## config.mk

```make
export PLATFORM = sky130hd
export DESIGN_NAME = mccd_coin_ram
export DESIGN_NICKNAME = d
export VERILOG_FILES = /design/src/hw/rtl/mccd_pkg.sv /design/src/hw/rtl/mccd_coin_ram.sv
export SDC_FILE = /design/constraint.sdc
export NUM_CORES = 1
export LEC_CHECK = 0
export BUFFER_PORTS_ARGS = -buffer_cell sky130_fd_sc_hd__buf_2
export CORE_ASPECT_RATIO = 0.8
export CORE_MARGIN = 2
export CORE_UTILIZATION = 30
export DETAILED_ROUTE_END_ITERATION = 6
export PLACE_DENSITY = 0.52
export SYNTH_ARGS = -nofsm -noshare
export SYNTH_HDL_FRONTEND = slang
export SYNTH_SLANG_ARGS = --single-unit
```

## constraint.sdc

```tcl
create_clock -name clk -period 2.5 [get_ports clk]
set_clock_uncertainty 0.1 [all_clocks]
set_input_delay 0.25 -clock clk [delete_from_list [all_inputs] [get_ports clk]]
set_output_delay 0.25 -clock clk [all_outputs]
set_load 0.01 [all_outputs]
```

## src/hw/rtl/mccd_pkg.sv

```systemverilog
// Package for the minimum-coin change block: sizes, payload words, FSM states,
// and the take-cost helper.
// No dependencies.
package mccd_pkg;

  localparam int MaxCoins  = 64;
  localparam int MaxSum    = 63;
  localparam int IdxW      = $clog2(MaxCoins);
  localparam int CntW      = IdxW + 1;
  localparam int SumW      = $clog2(MaxSum + 1);
  localparam int CoinW     = 16;
  localparam int TabW      = 7;
  localparam int TabAddrW  = IdxW + SumW;
  localparam logic [TabW-1:0] CountInf = 7'd127;

  typedef struct packed {
    logic [CoinW-1:0] coin_value;
    logic             last_coin;
  } in_word_t;

  typedef struct packed {
    logic [CoinW-1:0] chosen_value;
    logic             found;
    logic             last_result;
  } out_word_t;

  typedef enum logic [4:0] {
    S_IDLE, S_SA, S_SAW, S_SB, S_SBW, S_SW1, S_SW2,
    S_FC, S_FCW, S_FRD, S_FWR, S_CHK, S_CHKW,
    S_WC, S_WCW, S_WRD, S_WDEC, S_NF
  } state_t;

  // Count for one more use of coin c at sum s, given the entry at s - c.
  function automatic logic [TabW-1:0] take_cost(logic [CoinW-1:0] c,
                                                logic [SumW-1:0] s,
                                                logic [TabW-1:0] v);
    logic [TabW-1:0] res;
    if (c == '0 || c > CoinW'(s) || v >= CountInf) res = CountInf;
    else res = v + TabW'(1);
    return res;
  endfunction

endpackage

```

## src/hw/rtl/mccd_coin_ram.sv

```systemverilog
// Coin store: single write port, single registered read port.
// Depends on mccd_pkg.
module mccd_coin_ram (
  input  logic                          clk,
  input  logic                          we,
  input  logic [mccd_pkg::IdxW-1:0]     waddr,
  input  logic [mccd_pkg::CoinW-1:0]    wdata,
  input  logic [mccd_pkg::IdxW-1:0]     raddr,
  output logic [mccd_pkg::CoinW-1:0]    rdata
);
  logic [mccd_pkg::CoinW-1:0] mem [mccd_pkg::MaxCoins];

  always_ff @(posedge clk) begin
    if (we) mem[waddr] <= wdata;
    rdata <= mem[raddr];
  end
endmodule

```

==> impl_metrics.tcl <==
set metrics [dict create \
    nets 2138 \
    synthAdderAreaFrac 0 \
    crit_arrival_ps 2640 \
    rsz0062_at_grt "false" \
    p_per_area_nw_per_um2 769 \
    synth_top_area_frac 0.768 \
    drcViolationCount 0 \
    instances_no_fill 3945 \
    ant_nets 0 \
    cts_htree_levels 3 \
    wl_microns 108000 \
    clkSinkCount 1040 \
    via_per_inst 5.01 \
    max_freq_mhz 454 \
    antenna_found_initial 15 \
    track_usage 0.159 \
    drt_iter0_drc 2449 \
    core_sq_um 132000 \
    cts_tree "done" \
    hpwl_microns 68600 \
    status "finished clean" \
    first_pass_iters 5 \
    synth_xor_area_frac 0 \
    synth_top_family_by_area "multiplexers" \
    post_cts_buffers 0 \
    slew_headroom 0.107 \
    cts.clk_slew.worst_paths_ps 60 \
    die_x_microns 412 \
    dieArea_sq_um 136000 \
    p_leak_nw 15.0 \
    path_max_fanout 1 \
    route.vias.total 19800 \
    drive_above_1_share 0.304 \
    synth-compound-area-share 0.0241 \
    synth.area.top_cells "edfxtp_1 77%, mux4_2 12%, mux2i_1 2.1%" \
    wire_per_inst_microns 27.4 \
    fin_crit_sh 0.881 \
    wl_met2_microns 46500 \
    crit_required_ps 2940 \
    worst_slew_pin_slew_ps 1330 \
    wl_met3_microns 10900 \
    muxShareOfSynthArea 0.155 \
    dr.max_layer_used "met5" \
    start_util 0.303 \
    grt_overflow 0 \
    cts_buffers 96 \
    netlist_instances 1829 \
    total_power_mw 36.4 \
    synth-simple-area-share 0.0265 \
    ys_ff_latch 1040 \
    syn_to_final_growth_pct 18.2 \
    vdd_drop_max_v 0.000680 \
    synth_cell_types 43 \
    grt_pass1_vias 20200 \
    dp_cells 3751 \
    die_h_microns 331 \
    fin_crit_ps 2200 \
    cp-end-kind "flip-flop" \
    maxCapViolations 0 \
    clockRootBuffer "clkbuf_16" \
    slew_viol_final 0 \
    postSynthAreaPerCell_sq_um 21.9 \
    clockBufferDepth 3 \
    wl_met1_microns 48800 \
    yosysTopAreaCell "edfxtp_1" \
    core.rowCount 119 \
    gp_congestion 0.827 \
    final_cell_mix "1024 x edfxtp_1, 220 x mux4_2, 183 x buf_4, 101 x clkbuf_16, 85 x mux2i_1" \
    async_flop_share 0 \
    layout_commonest_cell "edfxtp_1" \
    synth_edf_count 1024 \
    hold_viol_final 0 \
    critical_path_class "flip-flop to flip-flop" \
    setup_tns_ps 0 \
    clock_latency_ps 690 \
    startpoint_type "flip-flop" \
    hold_path.class "input pin to flip-flop" \
    synth_nets 1859 \
    ios 46 \
    setup_viol 0 \
    synthFlopType "edfxtp_1" \
    portBuffers 45 \
    yosysSeqAreaShare 0.776 \
    yosysWarnings 0 \
    grt_max_degree 65 \
    synth.cell_area_sq_um 40000 \
    grt_pass1_wl_microns 153000 \
]
==> cell type report <==
cell class	instances	area (sq um)
Antenna cell	7	17.5
Clock buffer	120	2630
Clock inverter	54	514
Fill cell	12100	84800
Multi-Input combinational cell	685	8260
Sequential cell	1040	31100
Tap cell	1754	2190
Timing Repair Buffer	285	2640
==> worst paths after layout <==
check                   from         end  slack, ps  depth (start not counted)
setup reg to reg  mem[23][0]    rdata[0]        300                          6
setup / recovery  mem[23][0]    rdata[0]        300                          6
hold / removal      wdata[3]  mem[28][3]         50                          1
hold reg to reg   mem[48][3]    rdata[3]        810                          3
==> critical path, stage by stage, from the launching register on <==
cell and delay [ps]:
edfxtp_1 380, mux4_2 470, mux2i_1 450, a22oi_1 170
a31oi_1 230, buf_4 190, a311oi_1 70
==> cell families after synthesis <==
group,after synthesis
flip-flops,1040
multiplexers,336
AND/OR/NAND/NOR,220
AO/OA/AOI/OAI,129
buffers and inverters,104
==> repair_timing <==
action / CTS / global route
hold buffers: 13 / 0
gates resized for setup: 0 / 0
endpoints found under the hold margin: 280 / 0
endpoints found under the setup margin: 0 / 0
==> metal layers <==
| layer | vias to the layer above | global-route usage |
|---|---|---|
| li1 | 8258 | - |
| met4 | 10 | 0.0344 |
| met5 | - | 0 |
| met1 | 10700 | 0.233 |
| met3 | 122 | 0.0556 |
| met2 | 713 | 0.227 |
==> metrics by stage <==
step	area (sq um)	util	hold WS (ps)	setup slack, ps
after global routing	47300	0.358	28.9	147
final	47300	0.358	46.7	298
after global placement	44000	0.333	610	-974
after CTS	47300	0.358	20.1	213
after floorplan	40000	-	249	115
after detailed placement	44000	0.333	607	-268
==> cells in the mapped netlist, types with 16 or more instances <==
master,count
nor2b_1,30
buf_6,17
mux2i_1,85
buf_2,36
a22oi_1,39
nand3_1,24
dfxtp_1,16
mux2_2,27
edfxtp_1,1024
clkbuf_1,24
a221oi_1,16
mux4_2,220
nand2_1,59
nor2_1,72
a21oi_1,17
==> flip-flops by register name, indices dropped and copies added, names as in the netlist <==
register and cells:
mem 1024, rdata 16
==> report_power, final <==
group	total (mW)	internal, mW	switching, mW
logic	2.10	0.836	1.27
registers	19.4	19.3	0.123
clock network	14.9	8.46	6.40
total	36.4	28.6	7.79
Note: power is estimated with default switching activity, not from simulation.
